--- config.mk ---
export PLATFORM = sky130hd
export DESIGN_NAME = alr_merge
export DESIGN_NICKNAME = d
export VERILOG_FILES = /design/src/alr_pkg.sv /design/src/alr_merge.sv
export SDC_FILE = /design/constraint.sdc
export NUM_CORES = 1
export LEC_CHECK = 0
export BUFFER_PORTS_ARGS = -buffer_cell sky130_fd_sc_hd__buf_4
export CAP_MARGIN = 10
export CORE_ASPECT_RATIO = 1.75
export CORE_UTILIZATION = 39
export CTS_CLUSTER_DIAMETER = 30
export DETAILED_ROUTE_END_ITERATION = 12
export PLACE_DENSITY = 0.76
export SYNTH_ARGS = -nofsm -noshare
export SYNTH_HDL_FRONTEND = slang
export SYNTH_SLANG_ARGS = --single-unit
export TNS_END_PERCENT = 100
--- constraint.sdc ---
create_clock -name clk_i -period 0.8 [get_ports clk_i]
set_input_delay 0.08 -clock clk_i [delete_from_list [all_inputs] [get_ports clk_i]]
set_output_delay 0.08 -clock clk_i [all_outputs]
set_load 0.005 [all_outputs]
--- src/alr_pkg.sv ---
package alr_pkg;

  // Frame and arithmetic geometry
  localparam int NUM_LANES   = 4;
  localparam int SAMPLE_BITS = 16;
  localparam int MAX_RATIO   = 16;
  localparam int RATIO_W     = 21;
  localparam int FRAC_W      = 16;
  localparam int ONE_Q16     = 1 << FRAC_W;
  localparam int HALF_Q16    = 1 << (FRAC_W - 1);
  localparam int RATIO_LO    = ONE_Q16 / MAX_RATIO;
  localparam int RATIO_HI    = MAX_RATIO * ONE_Q16;
  localparam int CNT_W       = $clog2(MAX_RATIO + 1);
  localparam int WIN_LIM     = MAX_RATIO << (SAMPLE_BITS - 1);
  localparam int WS_W        = $clog2(WIN_LIM) + 2;
  localparam int DIFF_W      = SAMPLE_BITS + 1;
  localparam int MULA_W      = WS_W;
  localparam int MULB_W      = RATIO_W + 1;
  localparam int PROD_W      = MULA_W + MULB_W;
  localparam int ACC_W       = PROD_W + $clog2(MAX_RATIO);
  localparam int RND_W       = ACC_W - FRAC_W;
  localparam int SUM_W       = RND_W + 1;
  localparam int SMAX        = (1 << (SAMPLE_BITS - 1)) - 1;
  localparam int SMIN        = -(1 << (SAMPLE_BITS - 1));

  // Configuration port
  localparam int MODE_W    = 2;
  localparam int CC_W      = 3;
  localparam int PADDR_W   = 4;
  localparam int PDATA_W   = 32;
  localparam int REG_IDX_W = PADDR_W - 2;
  localparam int CC_RESET  = 2;

  typedef logic signed [SAMPLE_BITS-1:0] sample_t;

  typedef enum logic [MODE_W-1:0] {
    MODE_COPY    = 2'd0,
    MODE_STRETCH = 2'd1,
    MODE_SHRINK  = 2'd2
  } alr_mode_e;

  typedef enum logic [REG_IDX_W-1:0] {
    REG_MODE     = 2'd0,
    REG_CHANNELS = 2'd1,
    REG_OPS      = 2'd2,
    REG_SPO      = 2'd3
  } alr_reg_e;

  typedef enum logic [1:0] {
    BASE_ZERO,
    BASE_CUR,
    BASE_PREV
  } alr_base_e;

  typedef enum logic [1:0] {
    ST_IDLE,
    ST_MULT,
    ST_LOAD,
    ST_RUN
  } alr_state_e;

  typedef struct packed {
    alr_mode_e          mode;
    logic [RATIO_W-1:0] op;
    logic [RATIO_W-1:0] sp;
  } alr_cfg_t;

  typedef struct packed {
    logic               capture;
    logic               ws_add;
    logic               ws_clear;
    logic               mult;
    logic               sel_win;
    logic [RATIO_W-1:0] mul_ratio;
    logic               load;
    logic               use_prod;
    logic               advance;
    logic               keep_step;
    logic               clear_win;
    alr_base_e          base_sel;
  } alr_lane_cmd_t;

  function automatic logic [RATIO_W-1:0] clamp_ratio(input logic [RATIO_W-1:0] r);
    if (int'(r) < RATIO_LO) begin
      return RATIO_W'(RATIO_LO);
    end else if (int'(r) > RATIO_HI) begin
      return RATIO_W'(RATIO_HI);
    end
    return r;
  endfunction

  function automatic logic signed [WS_W-1:0] clamp_win(input logic signed [WS_W:0] v);
    if (v > $signed((WS_W + 1)'(WIN_LIM))) begin
      return WS_W'(WIN_LIM);
    end else if (v < $signed((WS_W + 1)'(-WIN_LIM))) begin
      return WS_W'(-WIN_LIM);
    end
    return v[WS_W-1:0];
  endfunction

  function automatic sample_t sat_sample(input logic signed [SUM_W-1:0] v);
    if (v > $signed(SUM_W'(SMAX))) begin
      return sample_t'(SMAX);
    end else if (v < $signed(SUM_W'(SMIN))) begin
      return sample_t'(SMIN);
    end
    return v[SAMPLE_BITS-1:0];
  endfunction

endpackage

--- src/alr_merge.sv ---
module alr_merge (
  input  logic                                                  clk_i,
  input  logic                                                  rst_ni,
  input  logic                                                  emit_i,
  input  logic                                                  last_i,
  input  logic [alr_pkg::NUM_LANES-1:0][alr_pkg::SAMPLE_BITS-1:0] values_i,
  input  logic [alr_pkg::NUM_LANES-1:0]                         active_i,
  input  logic                                                  out_ready_i,
  output logic                                                  slot_free_o,
  output logic                                                  out_valid_o,
  output logic [alr_pkg::NUM_LANES-1:0][alr_pkg::SAMPLE_BITS-1:0] out_data_o,
  output logic                                                  run_last_o
);
  import alr_pkg::*;

  logic                                     valid_q;
  logic                                     last_q;
  logic [NUM_LANES-1:0][SAMPLE_BITS-1:0]    data_q;

  assign slot_free_o = ~valid_q | out_ready_i;
  assign out_valid_o = valid_q;
  assign out_data_o  = data_q;
  assign run_last_o  = last_q;

  always_ff @(posedge clk_i or negedge rst_ni) begin
    if (!rst_ni) begin
      valid_q <= 1'b0;
    end else if (emit_i) begin
      valid_q <= 1'b1;
    end else if (out_ready_i) begin
      valid_q <= 1'b0;
    end
  end

  // Zero the channels beyond the active count
  always_ff @(posedge clk_i) begin
    if (emit_i) begin
      for (int c = 0; c < NUM_LANES; c++) begin
        data_q[c] <= active_i[c] ? values_i[c] : '0;
      end
      last_q <= last_i;
    end
  end

endmodule

======== After elaboration in Yosys (flattened, before gate mapping) ========
Index checks and enable logic that the tools add are counted.
storage, ports and cells
  output and inout bits ................... 67
  logic and storage cells ................. 11
  flip-flop bits (word level) ............. 66
  bits of input ports ..................... 73
cells by class
  bitwise logic cells ..................... 2
  mux-type cells .......................... 2
  reduce and logical (&&, ||, !) cells .... 1
operators by type and width
  cell                count
  2-to-1 mux 1 bit    2
  nonzero test 2 bit  1
  NOT 1 bit           1
  bitwise OR 1 bit    1

======== Longest topological paths before layout ========
  depth after elaboration ................. 2
  gate-level depth with buffers ........... 2
  depth with buffers taken out ............ 2

======== Worst setup path before layout ========
No wires, ideal clock.
  path type ............................... register -> register
  start ................................... register, netlist name out_valid_o
  end ..................................... register valid_q, in the netlist out_valid_o
  setup slack ............................. 157 ps
  cell stages (with the launch flop) ...... 3
  data required time ...................... 679 ps
  data arrival time ....................... 521 ps
  library setup time ...................... 121 ps
  path buffers ............................ 0
  clock period less this slack ............ 643 ps
  path through ............................ dfrtp_1 nand2b_1 nand2b_1
RTL lines
  element                 line             RTL
  end signal: assignment  alr_merge.sv:27  valid_q <= 1'b0;
  end signal: assignment  alr_merge.sv:29  valid_q <= 1'b1;
  end signal: assignment  alr_merge.sv:31  valid_q <= 1'b0;
  end: declaration        alr_merge.sv:16  logic valid_q;

======== Final worst setup path ========
  start ................................... register valid_q, in the netlist out_valid_o
  end ..................................... output slot_free_o
between the ends
  word-level cells in the longest chain between the ends .. 2
RTL lines
  element           line             RTL
  NOT 1 bit         alr_merge.sv:20  assign slot_free_o = ~valid_q | out_ready_i;
  bitwise OR 1 bit  alr_merge.sv:20
  end: declaration  alr_merge.sv:9   output logic slot_free_o,
No other way between the ends.

==> results_dict.tcl <==
set metrics [dict create \
    area_delta_synth_final_pct 55.49 \
    grt_start_max_net_pins 24 \
    ir_worst_vdd_v 0.001214 \
    core-area_um2 6181 \
    reg2reg_depth 2 \
    max_slew_margin 0.9176 \
    cts_buffers 9 \
    async_flop_share 0.01515 \
    avgSynthCellArea_um2 18.34 \
    wl_met3_um 409 \
    synth_area_leaders "edfxtp_1 78%, and2_2 14%, and2_1 4.3%" \
    netlist_area_um2 2494 \
    whs_endpoint "out_data_o[62]" \
    cts.sinks 66 \
    synth_most_common_cell "edfxtp_1" \
    rr_endpoint "out_valid_o" \
    worstMarginPinSlew_ns 0.1236 \
    via_count 1583 \
    hpwl_um 4102 \
    hold_path.class "input port to flop" \
    yosys.area.top_type "edfxtp_1" \
    utilization 0.6273 \
    drc_errors 0 \
    insertion_delay_ns 0.33 \
    cp_slowest_stage_delay_ns 0.38 \
    status "finished, violations left" \
    cp.required_ns 0.72 \
    synth.distinct_cells 6 \
    antenna_found_initial 0 \
    cts_buffer_depth 2 \
    r2r_slack_ns 0.16 \
    io_pins 140 \
    critPathArrivalTime_ns 0.92 \
    p_leak_uw 0.001648 \
    start_util 0.4034 \
    synth_seq_cells 66 \
    die-area_um2 6730 \
    cp_slowest_cell "dfrtp_1" \
    power_density_nw_per_um2 1907 \
    antennaDiodeCount 0 \
    post_cts_buffers 0 \
    syn_nets 209 \
    violations "negative setup slack" \
    fmax_ghz 0.9988 \
    port_buffers 139 \
    fin_total_pwr_uw 7395 \
    fin_crit_sh 1.252 \
    drv_cap 0 \
    gp_congestion 0.7440 \
    grt_pass1_wl_um 8114 \
    drive_gt1_frac 0.6849 \
    syn_inst 136 \
    yosysSeqAreaShare 0.7928 \
    viasPerCell 4.255 \
    synth-edff-count 65 \
    yosysWarnings 0 \
    cp_top_family "flip-flops" \
    worstPathCellList "nand2b_1, buf_4" \
    die_height_um 107.8 \
    crit_path_end_kind "output pin" \
    wirelength_um 5150 \
    reg2reg_from "out_valid_o" \
    min_from "values_i[62]" \
    root_buffer "clkbuf_8" \
    routed-wl-met2_um 3098 \
    fin_nets 360 \
    crit_fanout 2 \
    wl_per_cell_um 13.84 \
    hold_viol_final 0 \
    grtUsageTotal 0.1709 \
    synthTopCellsByCount "65 x edfxtp_1, 47 x and2_2, 17 x and2_1" \
    grt_pass1_vias 1704 \
    die_w_um 62.45 \
    num_rows 38 \
    period_needed_ns 1.001 \
    clk_pin_slew_ns 0.06 \
    clock_skew_ns 0 \
    routed.top_layer "met4" \
    grt.overflow.total 0 \
    htreeDepth 3 \
    initialDrtViolationCount 77 \
    slew_viol_final 0 \
    setup.worst_path.class "flop to output pin" \
    ant_nets 0 \
    setup_violations 67 \
    first_pass_iters 5 \
    start_kind "flop" \
    whs_path_depth 2 \
    synth.top_cell.area_share 0.7827 \
    worst_slack_ns -0.2012 \
    rsz0062_at_grt "true" \
    cts_tree "built" \
    synth_ff_type "edfxtp_1" \
    crit_buf_inv 1 \
    wl_met1_um 1479 \
]
-- metal layers --
metal,vias up,global-route usage
met5,-,0
met4,0,0.1163
met3,13,0.06250
met2,80,0.3160
met1,713,0.1488
li1,777,-
-- cells by family after synthesis --
kind of cell | after synthesis | synth area share
DFF | 66 | 0.7928
buffers and inverters | 4 | 0.01806
and+or+nand+nor | 66 | 0.1892
-- layout make-up --
cell class              count  area (um2)
flip-flops and latches     66        1977
well taps                  80       100.1
fillers                   504        2303
multi-input cells          66       471.7
clock buffers              11       131.4
clock inverters             5       21.27
repair buffers            144        1176
-- worst reg2reg max path: cells and delay by family, from the launching register on --
family | cells | cell delay (ns)
and+or+nand+nor | 2 | 0.16
DFF | 1 | 0.38
-- power by group --
group	internal [uW]	leakage (uW)	switching, uW	total [uW]
Sequential	4100	0.000637	84.8	4190
Combinational	695	0.000931	329	1020
Clock	1080	0.0000796	1100	2180
-- cells in the final DEF (no fill, tap or decap), drive strengths merged --
cell and count:
nand2b 2, dfrtp 1, dlygate4sd3 2, clkbuf 11, buf 142, edfxtp 65
and2 64, clkinv 5
-- through the flow --
step | setup TNS, ns | hold WS [ns] | cells | worst slack [ns] | cell area [um2]
floorplan | 0 | -0.2156 | 136 | 0.1574 | 2494
global placement | 0 | -0.1441 | 354 | 0.09103 | 3652
detailed placement | 0 | -0.1425 | 354 | 0.09076 | 3652
CTS | -10.26 | 0.004325 | 372 | -0.2295 | 3847
global route | -11.07 | 0.01792 | 372 | -0.2630 | 3877
finish | -8.254 | 0.02734 | 372 | -0.2012 | 3877
-- flip-flops by register name, summed over array words and instances (netlist names) --
register and flops:
out_valid_o 1, out_data_o 64, run_last_o 1
-- worst max-delay path by stage --
stage / startpoint / to / cells past startpoint / slack [ns]
finish: out_valid_o / slot_free_o / 2 / -0.20
floorplan: out_valid_o / out_valid_o / 2 / 0.16
global placement: emit_i / out_data_o[12] / 2 / 0.09
detailed placement: emit_i / out_data_o[19] / 2 / 0.09
global route: out_valid_o / slot_free_o / 2 / -0.26
CTS: out_valid_o / slot_free_o / 2 / -0.23
-- what timing repair did --
action | 4_1_cts | 5_1_grt
resized for setup | 6 | 8
hold buffers | 2 | 0
hold endpoints to repair | 2 | 0
endpoints found under the setup margin | 67 | 67
pin swaps | 0 | 0
No activity file was read; power rests on OpenSTA's default activity.
