File: src/alr_pkg.sv
package alr_pkg;

  // Frame and arithmetic geometry
  localparam int NUM_LANES   = 4;
  localparam int SAMPLE_BITS = 16;
  localparam int MAX_RATIO   = 16;
  localparam int RATIO_W     = 21;
  localparam int FRAC_W      = 16;
  localparam int ONE_Q16     = 1 << FRAC_W;
  localparam int HALF_Q16    = 1 << (FRAC_W - 1);
  localparam int RATIO_LO    = ONE_Q16 / MAX_RATIO;
  localparam int RATIO_HI    = MAX_RATIO * ONE_Q16;
  localparam int CNT_W       = $clog2(MAX_RATIO + 1);
  localparam int WIN_LIM     = MAX_RATIO << (SAMPLE_BITS - 1);
  localparam int WS_W        = $clog2(WIN_LIM) + 2;
  localparam int DIFF_W      = SAMPLE_BITS + 1;
  localparam int MULA_W      = WS_W;
  localparam int MULB_W      = RATIO_W + 1;
  localparam int PROD_W      = MULA_W + MULB_W;
  localparam int ACC_W       = PROD_W + $clog2(MAX_RATIO);
  localparam int RND_W       = ACC_W - FRAC_W;
  localparam int SUM_W       = RND_W + 1;
  localparam int SMAX        = (1 << (SAMPLE_BITS - 1)) - 1;
  localparam int SMIN        = -(1 << (SAMPLE_BITS - 1));

  // Configuration port
  localparam int MODE_W    = 2;
  localparam int CC_W      = 3;
  localparam int PADDR_W   = 4;
  localparam int PDATA_W   = 32;
  localparam int REG_IDX_W = PADDR_W - 2;
  localparam int CC_RESET  = 2;

  typedef logic signed [SAMPLE_BITS-1:0] sample_t;

  typedef enum logic [MODE_W-1:0] {
    MODE_COPY    = 2'd0,
    MODE_STRETCH = 2'd1,
    MODE_SHRINK  = 2'd2
  } alr_mode_e;

  typedef enum logic [REG_IDX_W-1:0] {
    REG_MODE     = 2'd0,
    REG_CHANNELS = 2'd1,
    REG_OPS      = 2'd2,
    REG_SPO      = 2'd3
  } alr_reg_e;

  typedef enum logic [1:0] {
    BASE_ZERO,
    BASE_CUR,
    BASE_PREV
  } alr_base_e;

  typedef enum logic [1:0] {
    ST_IDLE,
    ST_MULT,
    ST_LOAD,
    ST_RUN
  } alr_state_e;

  typedef struct packed {
    alr_mode_e          mode;
    logic [RATIO_W-1:0] op;
    logic [RATIO_W-1:0] sp;
  } alr_cfg_t;

  typedef struct packed {
    logic               capture;
    logic               ws_add;
    logic               ws_clear;
    logic               mult;
    logic               sel_win;
    logic [RATIO_W-1:0] mul_ratio;
    logic               load;
    logic               use_prod;
    logic               advance;
    logic               keep_step;
    logic               clear_win;
    alr_base_e          base_sel;
  } alr_lane_cmd_t;

  function automatic logic [RATIO_W-1:0] clamp_ratio(input logic [RATIO_W-1:0] r);
    if (int'(r) < RATIO_LO) begin
      return RATIO_W'(RATIO_LO);
    end else if (int'(r) > RATIO_HI) begin
      return RATIO_W'(RATIO_HI);
    end
    return r;
  endfunction

  function automatic logic signed [WS_W-1:0] clamp_win(input logic signed [WS_W:0] v);
    if (v > $signed((WS_W + 1)'(WIN_LIM))) begin
      return WS_W'(WIN_LIM);
    end else if (v < $signed((WS_W + 1)'(-WIN_LIM))) begin
      return WS_W'(-WIN_LIM);
    end
    return v[WS_W-1:0];
  endfunction

  function automatic sample_t sat_sample(input logic signed [SUM_W-1:0] v);
    if (v > $signed(SUM_W'(SMAX))) begin
      return sample_t'(SMAX);
    end else if (v < $signed(SUM_W'(SMIN))) begin
      return sample_t'(SMIN);
    end
    return v[SAMPLE_BITS-1:0];
  endfunction

endpackage

File: src/alr_lane.sv
module alr_lane (
  input  logic                  clk_i,
  input  logic                  rst_ni,
  input  alr_pkg::alr_lane_cmd_t cmd_i,
  input  logic                  active_i,
  input  alr_pkg::sample_t      sample_i,
  output alr_pkg::sample_t      value_o
);
  import alr_pkg::*;

  sample_t                   cur_q, prev_q, masked;
  logic signed [WS_W-1:0]    ws_q, ws_base;
  logic signed [WS_W:0]      ws_sum;
  logic signed [DIFF_W-1:0]  diff;
  logic signed [MULA_W-1:0]  mul_a;
  logic signed [MULB_W-1:0]  mul_b;
  logic signed [PROD_W-1:0]  prod_q;
  logic signed [ACC_W-1:0]   acc_q, acc_r;
  logic signed [RND_W-1:0]   rnd;
  sample_t                   base;
  logic signed [SUM_W-1:0]   sum;

  always_comb begin
    masked  = active_i ? sample_i : '0;
    ws_base = cmd_i.ws_clear ? '0 : ws_q;
    ws_sum  = (WS_W + 1)'(ws_base) + (WS_W + 1)'(masked);
    diff    = DIFF_W'(cur_q) - DIFF_W'(prev_q);
    if (cmd_i.sel_win) begin
      mul_a = MULA_W'(ws_q);
    end else begin
      mul_a = MULA_W'(diff);
    end
    mul_b = $signed({1'b0, cmd_i.mul_ratio});
  end

  // Round to nearest, ties up, then add the base sample
  always_comb begin
    acc_r = acc_q + ACC_W'(HALF_Q16);
    rnd   = acc_r[ACC_W-1:FRAC_W];
    case (cmd_i.base_sel)
      BASE_CUR:  base = cur_q;
      BASE_PREV: base = prev_q;
      default:   base = '0;
    endcase
    sum     = SUM_W'(base) + SUM_W'(rnd);
    value_o = sat_sample(sum);
  end

  always_ff @(posedge clk_i or negedge rst_ni) begin
    if (!rst_ni) begin
      ws_q <= '0;
    end else if (cmd_i.capture && cmd_i.ws_add) begin
      ws_q <= clamp_win(ws_sum);
    end else if (cmd_i.advance && cmd_i.clear_win) begin
      ws_q <= '0;
    end
  end

  always_ff @(posedge clk_i) begin
    if (cmd_i.capture) begin
      prev_q <= cur_q;
      cur_q  <= masked;
    end
    if (cmd_i.mult) begin
      prod_q <= mul_a * mul_b;
    end
    if (cmd_i.load) begin
      acc_q <= cmd_i.use_prod ? ACC_W'(prod_q) : '0;
    end else if (cmd_i.advance) begin
      acc_q <= cmd_i.keep_step ? acc_q + ACC_W'(prod_q) : '0;
    end
  end

endmodule

File: config.mk
export PLATFORM = sky130hd
export DESIGN_NAME = alr_lane
export DESIGN_NICKNAME = d
export VERILOG_FILES = /design/src/alr_pkg.sv /design/src/alr_lane.sv
export SDC_FILE = /design/constraint.sdc
export NUM_CORES = 2
export LEC_CHECK = 0
export ABC_AREA = 0
export BUFFER_PORTS_ARGS = -buffer_cell sky130_fd_sc_hd__buf_2
export CORE_ASPECT_RATIO = 1.5
export CORE_UTILIZATION = 40
export DETAILED_ROUTE_END_ITERATION = 7
export GPL_ROUTABILITY_DRIVEN = 0
export PLACE_DENSITY_LB_ADDON = 0.08
export SKIP_CTS_REPAIR_TIMING = 1
export SLEW_MARGIN = 20
export SYNTH_ARGS = -nofsm -noshare
export SYNTH_HDL_FRONTEND = slang
export SYNTH_SLANG_ARGS = --single-unit
export TNS_END_PERCENT = 30
File: constraint.sdc
create_clock -name clk_i -period 13.8 [get_ports clk_i]
set_input_delay 2.76 -clock clk_i [delete_from_list [all_inputs] [get_ports clk_i]]
set_output_delay 2.76 -clock clk_i [all_outputs]
set_load 0.02 [all_outputs]
Word-level counts from Yosys, hierarchy flattened --
Cells that the tools add are included.
Word-level totals: bits in writable memories 0, memories 0, word-level logic and storage cells 42, bits in latches 0, output and inout bits 16, bits of input ports 52, memory bits (read-only) 0, bits in registers 143
Cells by class: multipliers 1, order comparisons 4, reduce and logical (&&, ||, !) cells 4, eq/ne operators 2, add/sub/neg operators 5, multiplexer cells 21, shift-type cells 0, bitwise gates (word level) 0, divide/modulo/power cells 0
Operators by type and width (count):
- $mux 47 | 4
- $mux 21 | 7
- $mux 16 | 4
- $add 47x17->47 const B | 1
- $add 47x47->47 | 1
- $mul 21x22->43 | 1
- $add 16x31->32 | 1
- $gt 32x16->1 const B | 1
- $lt 32x16->1 const B | 1
- $pmux 16 s2 | 1
- $add 21x16->22 | 1
- $gt 22x21->1 const B | 1
- $lt 22x20->1 const B | 1
- $sub 16x16->17 | 1
- $mux 1 | 5
- $reduce_bool 2->1 | 2
- $eq 2x1->1 const B | 1
- $eq 2x2->1 const B | 1
- $logic_and 1x1->1 | 2

Depth between registers and ports, before layout --
depth in word-level cells 8, depth in mapped cells 41, mapped depth without buffers 39

Least setup slack after synthesis --
Ideal clock, no wire load.
path type input -> register, start point input port cmd_i[28] (netlist bit), end point register prod_q[35], data pin, stages 30, setup slack 3181 ps, required time 13534 ps, arrival time 10354 ps, buffers on the path 3, library setup time 266 ps, cells stage by stage clkbuf_1 clkbuf_1 nand2_1 o31ai_1 clkbuf_1 nand2_1 fa_1 inv_1 fa_1 inv_1 fa_1 inv_1 fa_1 fa_1 fa_1 inv_1 fa_1 inv_1 ha_1 a21o_1 a21o_1 a221oi_1 nor2b_1 a41oi_2 a2111oi_2 a221o_1 a221o_2 a2111oi_2 nor3_1 xor2_1
On the way: cells in the longest elaborated chain, start to end 2
RTL lines:
- start: declaration | RTL line alr_lane.sv:4 | input alr_pkg::alr_lane_cmd_t cmd_i,
- $mux 21 | RTL line alr_lane.sv:28 | if (cmd_i.sel_win) begin
- $mul 21x22->43 | RTL line alr_lane.sv:65 | prod_q <= mul_a * mul_b;
- end signal: assignment | RTL line alr_lane.sv:65
- end: declaration | RTL line alr_lane.sv:17 | logic signed [PROD_W-1:0] prod_q;
No other way between the ends. A chain may end at the register's enable or synchronous reset.

Final worst setup path --
start point register cur_q[0], end point register prod_q[39], data pin
On the way: cells in the longest elaborated chain, start to end 3
RTL lines:
- start: declaration | RTL line alr_lane.sv:11 | sample_t cur_q, prev_q, masked;
- start signal: assignment | RTL line alr_lane.sv:62 | cur_q <= masked;
- $sub 16x16->17 | RTL line alr_lane.sv:27 | diff = DIFF_W'(cur_q) - DIFF_W'(prev_q);
- $mux 21 | RTL line alr_lane.sv:28
- $mul 21x22->43 | RTL line alr_lane.sv:65
No other way between the ends.

==> impl_metrics.tcl <==
set metrics [dict create \
    placed_cell_area_um2 28260 \
    area_growth_pct 6.718 \
    grt_pass1_vias 22370 \
    cts-root-buf "clkbuf_16" \
    cp_data_required_time_ns 14.00 \
    postRouteAntennaNets 0 \
    worstSetupStartpointType "register" \
    critPathKind "register to register" \
    busiest_layer "met2" \
    portBuffers 67 \
    ys_seq_area_share_pct 15.49 \
    ys_types 87 \
    place_ws_ns 2.007 \
    rows 116 \
    min_period_ns 11.23 \
    first_pass_iters 5 \
    die-area_um2 68670 \
    synth_nets 3754 \
    relSlewSlack_pct 32.98 \
    tightestPinTransition_ns 1.005 \
    multi_input_area_um2 20410 \
    finalNetCount 3741 \
    h-tree-depth 4 \
    min_path_type "register to register" \
    crit_arrival_ns 11.43 \
    core_um2 66760 \
    ys_seq_elements 143 \
    rsz0062_at_grt "no" \
    track_usage_pct 22.43 \
    setup-violations-final 0 \
    worst_path_largest_cell_delay_ns 0.73 \
    initial_core_util_pct 40.51 \
    gr-usage-met3_pct 1.555 \
    drive_gt1_share_pct 6.371 \
    grt_max_degree 48 \
    synth.avg_cell_area_um2 8.881 \
    io_pins 68 \
    fin_setup_tns_ns 0 \
    viasPerCell 5.314 \
    antenna_found_initial 3 \
    grt_first_pass_wirelength_mm 121.4 \
    die_h_um 320.5 \
    cts_tree "yes" \
    cp_max_fo 11 \
    cts_made_buffers 17 \
    clk_latency_ns 0.46 \
    path_clk_slew_ns 0.07 \
    drv_slew 0 \
    fin_worst_skew_ns 0.01402 \
    first_iter_violations 1107 \
    grtUsageMet2_pct 41.15 \
    finalCritPeriodShare_pct 81.41 \
    end_kind "register" \
    overflow 0 \
    cap_violations 0 \
    synth_edf_count 122 \
    vias 20890 \
    synth_area_um2 27040 \
    critPathSlowestCell "o31ai_4" \
    drcViolationCount 0 \
    hold_viol_final 0 \
    gr-usage-met1_pct 28.15 \
    max_freq_ghz 0.08901 \
    cts.sink_count 143 \
    synthArstFlopShare_pct 14.69 \
    die_width_um 214.3 \
    wirelength_mm 74.56 \
    ys.flop_type "edfxtp_1" \
    dpl.hpwl_mm 59.71 \
    wl_per_cell_um 18.97 \
    status "finished, final reports clean" \
    ys.warnings.count 0 \
    cts_buffer_depth 2 \
    seqCellArea_um2 4189 \
    netlist_instances 3045 \
    design_area_um2 28860 \
    cp_common_cell "fa_1" \
    fill_cells 6666 \
    final.setup.worst_slack_ns 2.565 \
]
## placed cells by master (no fill, tap or decap), drive strengths merged, types with 15 or more instances in the layout
cell,instances
fa,363
nor3,38
nand2b,19
a22oi,20
xor2,58
a22o,24
o31ai,15
xnor2,94
ha,294
o21bai,19
inv,547
a31oi,17
edfxtp,122
a211oi,16
o21a,19
buf,96
nor2b,35
a21o,81
nor2,92
a21oi,115
and2,162
o21ai,117
nor4,16
clkbuf,18
nand4,16
dfrtp,21
nand2,415
nand3,47
and3,26
## metal layers
layer,wire length (µm),up-vias,share of wire [%]
met1,32290,10580,43
met3,1915,64,2.6
met4,1753,0,2.4
li1,-,9883,-
met2,38590,360,52
met5,0,-,0
## critical path: cells and delay by family (launching register included)
family / cells / cell delay [ns]
AOI/OAI and AO/OA: 17 / 5.31
adders and majority gates: 10 / 4.32
buffers and inverters: 6 / 0.35
DFF: 1 / 0.37
and+or+nand+nor: 5 / 0.60
## synthesized netlist by cell type (80+ instances only)
library cell / count / area share, %
and2_1: 161 / 3.7
inv_1: 537 / 7.5
edfxtp_1: 122 / 14
fa_1: 363 / 27
xnor2_1: 94 / 3.0
nand2_1: 415 / 5.8
nor2_1: 92 / 1.3
ha_1: 294 / 14
clkbuf_1: 121 / 1.7
o21ai_0: 94 / 1.7
a21o_1: 80 / 2.2
a21oi_1: 110 / 2.0
## layout make-up
type                    count  share of cell area [%]
diodes                      1                0.008671
clock inverters            14                  0.4726
multi-input cells        2237                   70.71
flip-flops and latches    143                   14.51
clock buffers              18                   1.561
repair buffers             96                   1.916
inverters                 537                   6.984
well taps                 885                   3.837
## kinds of logic (layout without fill, tap and decap cells)
logic type                 Yosys count  count (layout)  share of synthesized area (%)
adders and majority gates          657             657                          40.47
other                                0               1                              0
and+or+nand+nor                    903             903                          16.02
AOI/OAI and AO/OA                  519             519                          13.35
buffers and inverters              665             665                          9.522
DFF                                143             143                          15.49
xor gates and xnor gates           152             152                          4.923
muxes                                6               6                         0.2221
## registers in the layout, summed over array words and instances, names as in the netlist
name,count
acc_q,47
prod_q,43
ws_q,21
cur_q,16
prev_q,16
## metrics by stage
stage / std cells / util, % / hold WS (ns)
6_report: 3931 / 43.23 / 0.4855
3_5_place_dp: 3898 / 42.34 / 0.4717
4_1_cts: 3930 / 43.21 / 0.4890
5_1_grt: 3930 / 43.22 / 0.4956
2_1_floorplan: 3045 / - / 0.4507
3_3_place_gp: 3898 / 42.34 / 0.4680
## worst paths after layout
check	start	to	slack (ns)	cells after the start
max in group asynchronous	rst_ni	ws_q[4]	11.16	1
min in group asynchronous	rst_ni	ws_q[19]	2.27	1
setup reg to reg	cur_q[0]	prod_q[39]	2.57	38
hold / removal	cur_q[0]	prev_q[0]	0.49	0
hold reg to reg	cur_q[0]	prev_q[0]	0.49	0
setup / recovery	cur_q[0]	prod_q[39]	2.57	38
Power is left out: the tool's default activity adds up to more than one toggle a clock period on the data nets, which glitch-free logic cannot reach.
