==> config.mk <==
export PLATFORM = sky130hd
export DESIGN_NAME = alr_ctrl
export DESIGN_NICKNAME = d
export VERILOG_FILES = /design/src/alr_pkg.sv /design/src/alr_ctrl.sv
export SDC_FILE = /design/constraint.sdc
export NUM_CORES = 1
export LEC_CHECK = 0
export BUFFER_PORTS_ARGS = -buffer_cell sky130_fd_sc_hd__buf_2
export CORE_MARGIN = 2
export CORE_UTILIZATION = 63
export CTS_BUF_LIST = sky130_fd_sc_hd__clkbuf_16
export CTS_CLUSTER_SIZE = 24
export DETAILED_ROUTE_END_ITERATION = 10
export GPL_ROUTABILITY_DRIVEN = 0
export PLACE_DENSITY = 0.88
export SLEW_MARGIN = 20
export SYNTH_ARGS = -nofsm -noshare
export SYNTH_HDL_FRONTEND = slang
export SYNTH_SLANG_ARGS = --single-unit
==> constraint.sdc <==
create_clock -name clk_i -period 10.3 [get_ports clk_i]
set_clock_uncertainty 0.2 [all_clocks]
set_input_delay 2.06 -clock clk_i [delete_from_list [all_inputs] [get_ports clk_i]]
set_output_delay 2.06 -clock clk_i [all_outputs]
set_load 0.005 [all_outputs]
==> src/alr_pkg.sv <==
package alr_pkg;

  // Frame and arithmetic geometry
  localparam int NUM_LANES   = 4;
  localparam int SAMPLE_BITS = 16;
  localparam int MAX_RATIO   = 16;
  localparam int RATIO_W     = 21;
  localparam int FRAC_W      = 16;
  localparam int ONE_Q16     = 1 << FRAC_W;
  localparam int HALF_Q16    = 1 << (FRAC_W - 1);
  localparam int RATIO_LO    = ONE_Q16 / MAX_RATIO;
  localparam int RATIO_HI    = MAX_RATIO * ONE_Q16;
  localparam int CNT_W       = $clog2(MAX_RATIO + 1);
  localparam int WIN_LIM     = MAX_RATIO << (SAMPLE_BITS - 1);
  localparam int WS_W        = $clog2(WIN_LIM) + 2;
  localparam int DIFF_W      = SAMPLE_BITS + 1;
  localparam int MULA_W      = WS_W;
  localparam int MULB_W      = RATIO_W + 1;
  localparam int PROD_W      = MULA_W + MULB_W;
  localparam int ACC_W       = PROD_W + $clog2(MAX_RATIO);
  localparam int RND_W       = ACC_W - FRAC_W;
  localparam int SUM_W       = RND_W + 1;
  localparam int SMAX        = (1 << (SAMPLE_BITS - 1)) - 1;
  localparam int SMIN        = -(1 << (SAMPLE_BITS - 1));

  // Configuration port
  localparam int MODE_W    = 2;
  localparam int CC_W      = 3;
  localparam int PADDR_W   = 4;
  localparam int PDATA_W   = 32;
  localparam int REG_IDX_W = PADDR_W - 2;
  localparam int CC_RESET  = 2;

  typedef logic signed [SAMPLE_BITS-1:0] sample_t;

  typedef enum logic [MODE_W-1:0] {
    MODE_COPY    = 2'd0,
    MODE_STRETCH = 2'd1,
    MODE_SHRINK  = 2'd2
  } alr_mode_e;

  typedef enum logic [REG_IDX_W-1:0] {
    REG_MODE     = 2'd0,
    REG_CHANNELS = 2'd1,
    REG_OPS      = 2'd2,
    REG_SPO      = 2'd3
  } alr_reg_e;

  typedef enum logic [1:0] {
    BASE_ZERO,
    BASE_CUR,
    BASE_PREV
  } alr_base_e;

  typedef enum logic [1:0] {
    ST_IDLE,
    ST_MULT,
    ST_LOAD,
    ST_RUN
  } alr_state_e;

  typedef struct packed {
    alr_mode_e          mode;
    logic [RATIO_W-1:0] op;
    logic [RATIO_W-1:0] sp;
  } alr_cfg_t;

  typedef struct packed {
    logic               capture;
    logic               ws_add;
    logic               ws_clear;
    logic               mult;
    logic               sel_win;
    logic [RATIO_W-1:0] mul_ratio;
    logic               load;
    logic               use_prod;
    logic               advance;
    logic               keep_step;
    logic               clear_win;
    alr_base_e          base_sel;
  } alr_lane_cmd_t;

  function automatic logic [RATIO_W-1:0] clamp_ratio(input logic [RATIO_W-1:0] r);
    if (int'(r) < RATIO_LO) begin
      return RATIO_W'(RATIO_LO);
    end else if (int'(r) > RATIO_HI) begin
      return RATIO_W'(RATIO_HI);
    end
    return r;
  endfunction

  function automatic logic signed [WS_W-1:0] clamp_win(input logic signed [WS_W:0] v);
    if (v > $signed((WS_W + 1)'(WIN_LIM))) begin
      return WS_W'(WIN_LIM);
    end else if (v < $signed((WS_W + 1)'(-WIN_LIM))) begin
      return WS_W'(-WIN_LIM);
    end
    return v[WS_W-1:0];
  endfunction

  function automatic sample_t sat_sample(input logic signed [SUM_W-1:0] v);
    if (v > $signed(SUM_W'(SMAX))) begin
      return sample_t'(SMAX);
    end else if (v < $signed(SUM_W'(SMIN))) begin
      return sample_t'(SMIN);
    end
    return v[SAMPLE_BITS-1:0];
  endfunction

endpackage

==> src/alr_ctrl.sv <==
module alr_ctrl (
  input  logic                   clk_i,
  input  logic                   rst_ni,
  input  alr_pkg::alr_cfg_t      cfg_i,
  input  logic                   in_valid_i,
  input  logic                   block_start_i,
  output logic                   in_ready_o,
  input  logic                   slot_free_i,
  output logic                   emit_o,
  output logic                   last_o,
  output alr_pkg::alr_lane_cmd_t cmd_o
);
  import alr_pkg::*;

  alr_state_e             state_q, state_d;
  logic                   have_prev_q, have_prev_d;
  logic [RATIO_W-1:0]     pos_q, pos_d;
  logic [CNT_W-1:0]       cnt_q, cnt_d, k_q, k_d, str_cnt;
  logic                   start, more, last;
  logic [RATIO_W:0]       str_sum, shr_next;
  logic [RATIO_W-FRAC_W:0] str_n;
  logic [RATIO_W-1:0]     shr_d0, shr_d1;

  always_comb begin
    start   = block_start_i | ~have_prev_q;
    str_sum = (RATIO_W + 1)'(pos_q[FRAC_W-1:0]) + (RATIO_W + 1)'(cfg_i.op);
    str_n   = str_sum[RATIO_W:FRAC_W];
    if (str_n > MAX_RATIO) begin
      str_cnt = CNT_W'(MAX_RATIO);
    end else begin
      str_cnt = CNT_W'(str_n);
    end
    shr_d0   = start ? cfg_i.sp : pos_q;
    shr_d1   = (shr_d0 < ONE_Q16) ? '0 : shr_d0 - RATIO_W'(ONE_Q16);
    shr_next = (RATIO_W + 1)'(pos_q) + (RATIO_W + 1)'(cfg_i.sp);
  end

  always_comb begin
    state_d     = state_q;
    have_prev_d = have_prev_q;
    pos_d       = pos_q;
    cnt_d       = cnt_q;
    k_d         = k_q;
    in_ready_o  = 1'b0;
    emit_o      = 1'b0;
    cmd_o       = '0;

    // Per-mode lane set-up, fixed for the whole item
    case (cfg_i.mode)
      MODE_STRETCH: begin
        cmd_o.base_sel  = BASE_PREV;
        cmd_o.mul_ratio = cfg_i.sp;
        cmd_o.keep_step = 1'b1;
        more            = k_q < cnt_q;
        last            = (k_q + CNT_W'(1)) == cnt_q;
      end
      MODE_SHRINK: begin
        cmd_o.base_sel  = BASE_ZERO;
        cmd_o.sel_win   = 1'b1;
        cmd_o.mul_ratio = cfg_i.op;
        cmd_o.use_prod  = 1'b1;
        cmd_o.clear_win = 1'b1;
        more            = (pos_q < ONE_Q16) && (k_q < CNT_W'(MAX_RATIO));
        last            = (shr_next >= ONE_Q16) || (k_q == CNT_W'(MAX_RATIO - 1));
      end
      default: begin
        cmd_o.base_sel  = BASE_CUR;
        cmd_o.mul_ratio = cfg_i.sp;
        more            = k_q < cnt_q;
        last            = (k_q + CNT_W'(1)) == cnt_q;
      end
    endcase
    last_o = last;

    case (state_q)
      ST_IDLE: begin
        in_ready_o = 1'b1;
        if (in_valid_i) begin
          cmd_o.capture = 1'b1;
          have_prev_d   = 1'b1;
          k_d           = '0;
          case (cfg_i.mode)
            MODE_STRETCH: begin
              pos_d = RATIO_W'(str_sum[FRAC_W-1:0]);
              cnt_d = start ? '0 : str_cnt;
            end
            MODE_SHRINK: begin
              cmd_o.ws_add   = 1'b1;
              cmd_o.ws_clear = start;
              pos_d          = shr_d1;
            end
            default: begin
              cnt_d = CNT_W'(1);
            end
          endcase
          state_d = ST_MULT;
        end
      end
      ST_MULT: begin
        cmd_o.mult = 1'b1;
        state_d    = ST_LOAD;
      end
      ST_LOAD: begin
        cmd_o.load = 1'b1;
        state_d    = ST_RUN;
      end
      ST_RUN: begin
        if (!more) begin
          state_d = ST_IDLE;
        end else if (slot_free_i) begin
          emit_o        = 1'b1;
          cmd_o.advance = 1'b1;
          k_d           = k_q + CNT_W'(1);
          if (cfg_i.mode == MODE_SHRINK) begin
            pos_d = shr_next[RATIO_W-1:0];
          end
          if (last) begin
            state_d = ST_IDLE;
          end
        end
      end
      default: begin
        state_d = ST_IDLE;
      end
    endcase
  end

  always_ff @(posedge clk_i or negedge rst_ni) begin
    if (!rst_ni) begin
      state_q     <= ST_IDLE;
      have_prev_q <= 1'b0;
      pos_q       <= '0;
      cnt_q       <= '0;
      k_q         <= '0;
    end else begin
      state_q     <= state_d;
      have_prev_q <= have_prev_d;
      pos_q       <= pos_d;
      cnt_q       <= cnt_d;
      k_q         <= k_d;
    end
  end

endmodule

# Word level (Yosys, flattened, before mapping)
# Index checks and enable logic that the tools add are counted.
# totals
ff_bits	34
inputBits	49
elab_cells	76
out_inout_bits	36
# classes
n_eq_ne	14
muxes	35
n_lt_le_gt_ge	6
bitwise	3
add_sub_neg	4
reduce_logical	9
# ops
cell	n
two-way mux 21 bit	7
case mux 21 bit (2 select lines)	2
less-than comparator 21 x 17 -> 1 bit (second input constant)	2
two-way mux 5 bit	5
adder 16 x 21 -> 22 bit	1
adder 21 x 21 -> 22 bit	1
>= comparator 22 x 17 -> 1 bit (second input constant)	1
subtractor 21 x 17 -> 21 bit (second input constant)	1
case mux 5 bit (2 select lines)	2
two-way mux 1 bit	10
two-way mux 2 bit	5
inequality test 2 bit (second input constant)	4
case mux 2 bit (4 select lines)	1
equality test 2 bit (second input constant)	3
greater-than comparator 6 x 5 -> 1 bit (second input constant)	1
two-way mux 3 bit	2
inequality test 3 bit (second input constant)	2
AND reduction 3 bit	2
AND reduction 6 bit	1
adder 5 x 1 -> 5 bit (second input constant)	1
equality test 5 x 4 -> 1 bit (second input constant)	1
equality test 5 bit	1
less-than comparator 5 bit	1
less-than comparator 5 bit (second input constant)	1
other kinds (11)	13

# Longest topological paths before layout
# Gate-level depths: netlist of run 1.
# depth
depth_word	8
mapped_depth	13

# Worst setup path before layout of run 1
# OpenSTA, ideal clock, no wires.
# synth_timing
path_kind	input to output
from	input port cfg_i[0] (netlist name)
to	output port last_o
slack_ps	3751
cell_stages	10
t_arrival_ps	4289
n_path_buf	0
t_required_ps	8040
path_cell_list	ha_1 > fa_1 > a211oi_1 > o21bai_2 > o2111ai_4 > a21oi_1 > o211a_1 > nor4_4 > nor2b_1 > o21ai_0
# synth_via
elab_chain_len	4
# synth_lines
element	line	text
start, declared	alr_ctrl.sv:4	input alr_pkg::alr_cfg_t cfg_i,
adder 21 x 21 -> 22 bit	alr_ctrl.sv:35	shr_next = (RATIO_W + 1)'(pos_q) + (RATIO_W + 1)'(cfg_i.sp);
>= comparator 22 x 17 -> 1 bit	alr_ctrl.sv:64	last = (shr_next >= ONE_Q16) || (k_q == CNT_W'(MAX_RATIO - 1));
logical OR 1 bit	alr_ctrl.sv:64	
two-way mux 1 bit	-	
end, declared	alr_ctrl.sv:10	output logic last_o,
# Every way passes these cells.

# Worst setup path in the final report of run 1
# Ends and elaborated chain as after synthesis.

==> results_dict.tcl, run 1 <==
set metrics [dict create \
    initialDrtViolationCount 619 \
    required_ns 8.04 \
    ys_ff_latch 34 \
    timing.rr.end "pos_q[5]" \
    io_pins 85 \
    die-area_um2 8330 \
    r2r_cells 8 \
    hp-start "cnt_q[0]" \
    ys_seq_area_share_pct 17.7 \
    n_antenna_cell 0 \
    dp_hpwl_mm 10.7 \
    cts_num_sinks 34 \
    clk_pin_slew_ns 0.06 \
    busiest_layer "met2" \
    rsz0062_at_grt "false" \
    fin_ws_ns 3.18 \
    grt_pass1_vias 4987 \
    path_class "in -> out" \
    status "complete, no violations" \
    slew_violations 0 \
    startpoint_type "primary input" \
    setup_viol 0 \
    start_util_pct 65.5 \
    synth-edff-count 0 \
    design_area_um2 5420 \
    avgSynthCellArea_um2 8.33 \
    final_common_cell "buf_2" \
    hp-class "reg -> reg" \
    root_buffer "clkbuf_16" \
    fin_nets 743 \
    layout_common_cells "84 x buf_2, 50 x ha_1, 46 x a21oi_1, 39 x nand2_1, 35 x nor2_1" \
    clock.fmax_mhz 140 \
    routedWlPerCell_um 19.7 \
    worstSkewPairLatency_ns 0.29 \
    dp_cells 732 \
    finalHoldViolCount 0 \
    cts_tree "built" \
    critical_path_arrival_ns 4.86 \
    fin_crit_sh_pct 69.2 \
    min_path_cells 2 \
    grtUsageMet2_pct 58.2 \
    p_per_area_nw_per_um2 309 \
    end_kind "primary output" \
    timing.rr.start "have_prev_q" \
    firstDrtPassIters 6 \
    synthFlopType "dfrtp_1" \
    num_vias 5007 \
    r2r_slack_ns 6.47 \
    core_area_um2 7330 \
    holdWs_ns 0.333 \
    routed_wl_mm 14.6 \
    grt_remaining_overflow 0 \
    h-tree-depth 2 \
    antenna_found_initial 0 \
    syn_nets 678 \
    postCtsResizedCells 0 \
    fin_crit_ns 7.12 \
    drc_errors 0 \
    grtUsageTotal_pct 35.3 \
    port_buffers 84 \
    peakVddDrop_mv 0.161 \
    area_growth_pct 12.9 \
    fp.dieW_um 91.3 \
    stdcell_count 741 \
    num-fill-cells 554 \
    grt_use_met1_pct 45.3 \
    cts_setup_buffers 0 \
    die_y_um 91.3 \
    via_per_inst 6.76 \
    drv_cap 0 \
    setup_tns_ns 0 \
    grt_pass1_wl_mm 24.0 \
    netlist_area_um2 4800 \
    p_leak_nw 2.54 \
    drive_gt1_share_pct 22.4 \
    max_slew.worst_pin.slew_ns 1.06 \
    cts-buffers-inserted 5 \
    min_to "cnt_q[0]" \
    dp_slack_ns 3.26 \
    relSlewSlack_pct 29.4 \
    clock_path_buffers 2 \
    postPlaceCellArea_um2 5210 \
    synth_warnings 0 \
    hold_buffers 0 \
    cp_max_fo 5 \
    rows 31 \
    ys_types 77 \
    grt_max_degree 39 \
    gr-usage-met3_pct 6.47 \
    async_reset_ff_share_pct 100 \
    syn_inst 576 \
    drtAntennaViolNets 0 \
]
## through the flow
stage | util (%) | total power [mW]
after floorplan | - | 1.16
after global placement | 71.1 | 1.36
after detailed placement | 71.1 | 1.41
after CTS | 73.7 | 1.63
after global routing | 73.9 | 1.80
final | 73.9 | 1.68
## registers in the layout, indices dropped and copies added (netlist names)
register     flops
pos_q           21
cnt_q            5
k_q              5
state_q          2
have_prev_q      1
## logic make-up (layout without fill, tap and decap cells)
group,count (synthesis),count (layout),share of synthesized area (%)
AO/OA/AOI/OAI,202,202,29.9
XOR/XNOR,34,34,6.21
adder cells (fa/ha/maj),53,53,14.1
buffers and inverters,57,123,5.24
flip-flops,34,34,17.7
multiplexers,45,45,10.4
AND/OR/NAND/NOR,151,151,16.4
## how the worst max path moves through the flow
| stage | startpoint | to |
|---|---|---|
| CTS | cfg_i[0] | last_o |
| finish | cfg_i[0] | last_o |
| global route | cfg_i[0] | last_o |
| global placement | cfg_i[0] | last_o |
| detailed placement | cfg_i[0] | last_o |
| floorplan | cfg_i[0] | last_o |
## critical path, cell delays in order
cell,delay (ns)
buf_2,0.11
ha_1,0.23
fa_1,0.43
a211oi_1,0.36
o21bai_2,0.17
o2111ai_4,0.31
a21oi_1,0.13
o211a_1,0.31
nor4_4,0.31
nor2b_1,0.17
o21ai_0,0.09
buf_2,0.17
## power breakdown
group	internal, mW	total [mW]	switching (mW)
registers	0.189	0.243	0.0542
clock network	0.139	0.207	0.0674
logic	0.523	1.23	0.703
total	0.851	1.68	0.825
## Yosys cell counts (9+ instances only)
cell type,count,area [um^2]
a21o_1,22,165
a21oi_1,46,230
clkbuf_1,15,56.3
dfrtp_1,34,851
ha_1,51,638
inv_1,29,109
mux2_2,31,349
mux2i_1,12,120
nand2_1,39,146
nand3_1,13,65.1
nor2_1,35,131
nor2b_1,9,56.3
nor3_1,9,45.0
o211ai_1,10,75.1
o21ai_0,34,170
xnor2_1,23,201
xor2_1,11,96.3
## area by class of cell
type	instances	area [um^2]	area share, %
Sequential cell	34	851	15.7
Clock inverter	3	68.8	1.27
Clock buffer	5	125	2.31
Inverter	29	109	2.01
Timing Repair Buffer	86	443	8.17
Multi-Input combinational cell	485	3700	68.3
Tap cell	99	124	2.29
## layer usage
metal	vias to the layer above	routed length, um
met5	-	0
met3	68	1370
li1	2286	-
met4	0	519
met2	312	6910
met1	2341	5810
No activity file was read; power rests on OpenSTA's default activity.
==> run 2: changes to the inputs <==
- CORE_UTILIZATION: 63 -> 53
- PLACE_DENSITY: 0.88 -> 0.79
- clock period: 10.3 -> 6.35 ns (I/O delays scaled with it)
==> results_dict.tcl, run 2 (synthesis results as in run 1) <==
set metrics [dict create \
    status "complete, no violations" \
    hp-start "cnt_q[3]" \
    end_kind "primary output" \
    dp_slack_ns 0.890 \
    reg_top3 "pos_q: 21 flops, cnt_q: 5 flops, k_q: 5 flops" \
    drv_cap 0 \
    critical_path_arrival_ns 4.04 \
    drtAntennaViolNets 0 \
    fin_nets 744 \
    rsz0062_at_grt "false" \
    stdcell_count 751 \
    largest_reg_flops 21 \
    fin_crit_ns 5.51 \
    cp_max_fo 5 \
    fin_crit_sh_pct 86.8 \
    initialDrtViolationCount 480 \
    grt_pass1_wl_mm 22.7 \
    final_common_cell "buf_2" \
    drc_errors 0 \
    layout_common_cells "84 x buf_2, 50 x ha_1, 46 x a21oi_1, 39 x nand2_1, 35 x nor2_1" \
    netSwitchingPower_mw 1.30 \
    grt_pass1_vias 4761 \
    fp.dieW_um 99.2 \
    grt_remaining_overflow 0 \
    min_to "cnt_q[3]" \
    area_growth_pct 12.2 \
    grtUsageTotal_pct 28.2 \
    sequentialPowerShare_pct 15.1 \
    postPlaceCellArea_um2 5230 \
    relSlewSlack_pct 39.0 \
    cts-buffers-inserted 5 \
    p_leak_nw 2.53 \
    r2r_slack_ns 2.68 \
    hold_buffers 0 \
    start_util_pct 54.8 \
    p_per_area_nw_per_um2 483 \
    dp_cells 742 \
    timing.rr.end "pos_q[5]" \
    antenna_found_initial 0 \
    fin_util_pct 61.4 \
    via_per_inst 6.57 \
    clk_pin_slew_ns 0.06 \
    routed_wl_mm 14.2 \
    die-area_um2 9830 \
    switching_share_pct 50.1 \
    dp_hpwl_mm 10.6 \
    rows 34 \
    design_area_um2 5380 \
    clock.fmax_mhz 181 \
    r2r_cells 8 \
    postCtsResizedCells 0 \
    slew_violations 0 \
    drive_gt1_share_pct 22.2 \
    hp-class "reg -> reg" \
    cts_num_sinks 34 \
    finalHoldViolCount 0 \
    worstSkewPairLatency_ns 0.28 \
    num_vias 4934 \
    die_y_um 99.2 \
    routedWlPerCell_um 18.9 \
    timing.rr.start "have_prev_q" \
    peakVddDrop_mv 0.234 \
    cts_tree "built" \
    io_pins 85 \
    clock_power_share_pct 9.4 \
    port_buffers 84 \
    grt_max_degree 38 \
    root_buffer "clkbuf_16" \
    fin_ws_ns 0.837 \
    firstDrtPassIters 5 \
    max_slew.worst_pin.slew_ns 0.913 \
    n_antenna_cell 0 \
    core_area_um2 8760 \
    clock_path_buffers 2 \
    internal-power_mw 1.30 \
    required_ns 4.88 \
    setup_viol 0 \
    combinationalPowerShare_pct 75.5 \
    cts_setup_buffers 0 \
    setup_tns_ns 0 \
    min_path_cells 1 \
    startpoint_type "primary input" \
    path_class "in -> out" \
    h-tree-depth 2 \
    regMostFlops "pos_q" \
]
==> run 2: cell count changes in the layout (fill, tap and decap cells not counted) <==
cell	delta
bufinv_16	-2
buf_4	+1
clkinv_1	+1
clkinv_2	+1
clkinv_4	-1
inv_1	+1
==> run 2: layout make-up <==
| type | instances | area [um^2] |
|---|---|---|
| Clock buffer | 5 | 125 |
| Multi-Input combinational cell | 485 | 3700 |
| Tap cell | 108 | 135 |
| Fill cell | 777 | 3380 |
| Clock inverter | 3 | 12.5 |
| Sequential cell | 34 | 851 |
| Inverter | 29 | 109 |
| Timing Repair Buffer | 87 | 450 |
==> run 2: through the flow <==
step	power, mW	hold WS (ns)
2_1_floorplan	1.89	0.264
3_3_place_gp	2.21	0.284
3_5_place_dp	2.28	0.318
4_1_cts	2.54	0.331
5_1_grt	2.81	0.337
6_report	2.60	0.327
==> run 2: critical path, stage by stage <==
cell	delay (ns)
buf_2	0.11
ha_1	0.24
fa_1	0.43
a211oi_1	0.33
o21bai_2	0.19
o2111ai_4	0.31
a21oi_1	0.11
o211a_1	0.28
nor4_4	0.32
nor2b_1	0.17
o21ai_0	0.09
buf_2	0.18
==> run 2: routing by layer <==
layer	part of all wire (%)	routed length [um]	vias up	track usage, %
li1	-	-	2303	-
met1	43	6070	2382	37.1
met2	48	6760	217	47.2
met3	7.2	1030	32	5.20
met4	2.4	336	0	8.85
met5	0	0	-	0
==> run 2: worst max path at each step <==
stage                     startpoint  endpoint  slack, ns  cells after the start
after floorplan             cfg_i[0]    last_o       1.38                     10
after global placement      cfg_i[0]    last_o       0.93                     12
after detailed placement    cfg_i[0]    last_o       0.89                     12
after CTS                   cfg_i[0]    last_o       0.85                     12
after global routing        cfg_i[0]    last_o       0.62                     12
final                       cfg_i[0]    last_o       0.84                     12
==> run 2: power groups by stage <==
stage | sequential (mW) | clock [mW] | combinational [mW]
3_3_place_gp | 0.388 | 0 | 1.82
3_5_place_dp | 0.392 | 0 | 1.88
5_1_grt | 0.402 | 0.258 | 2.15
6_report | 0.393 | 0.245 | 1.96
4_1_cts | 0.390 | 0.247 | 1.90
2_1_floorplan | 0.365 | 0 | 1.52
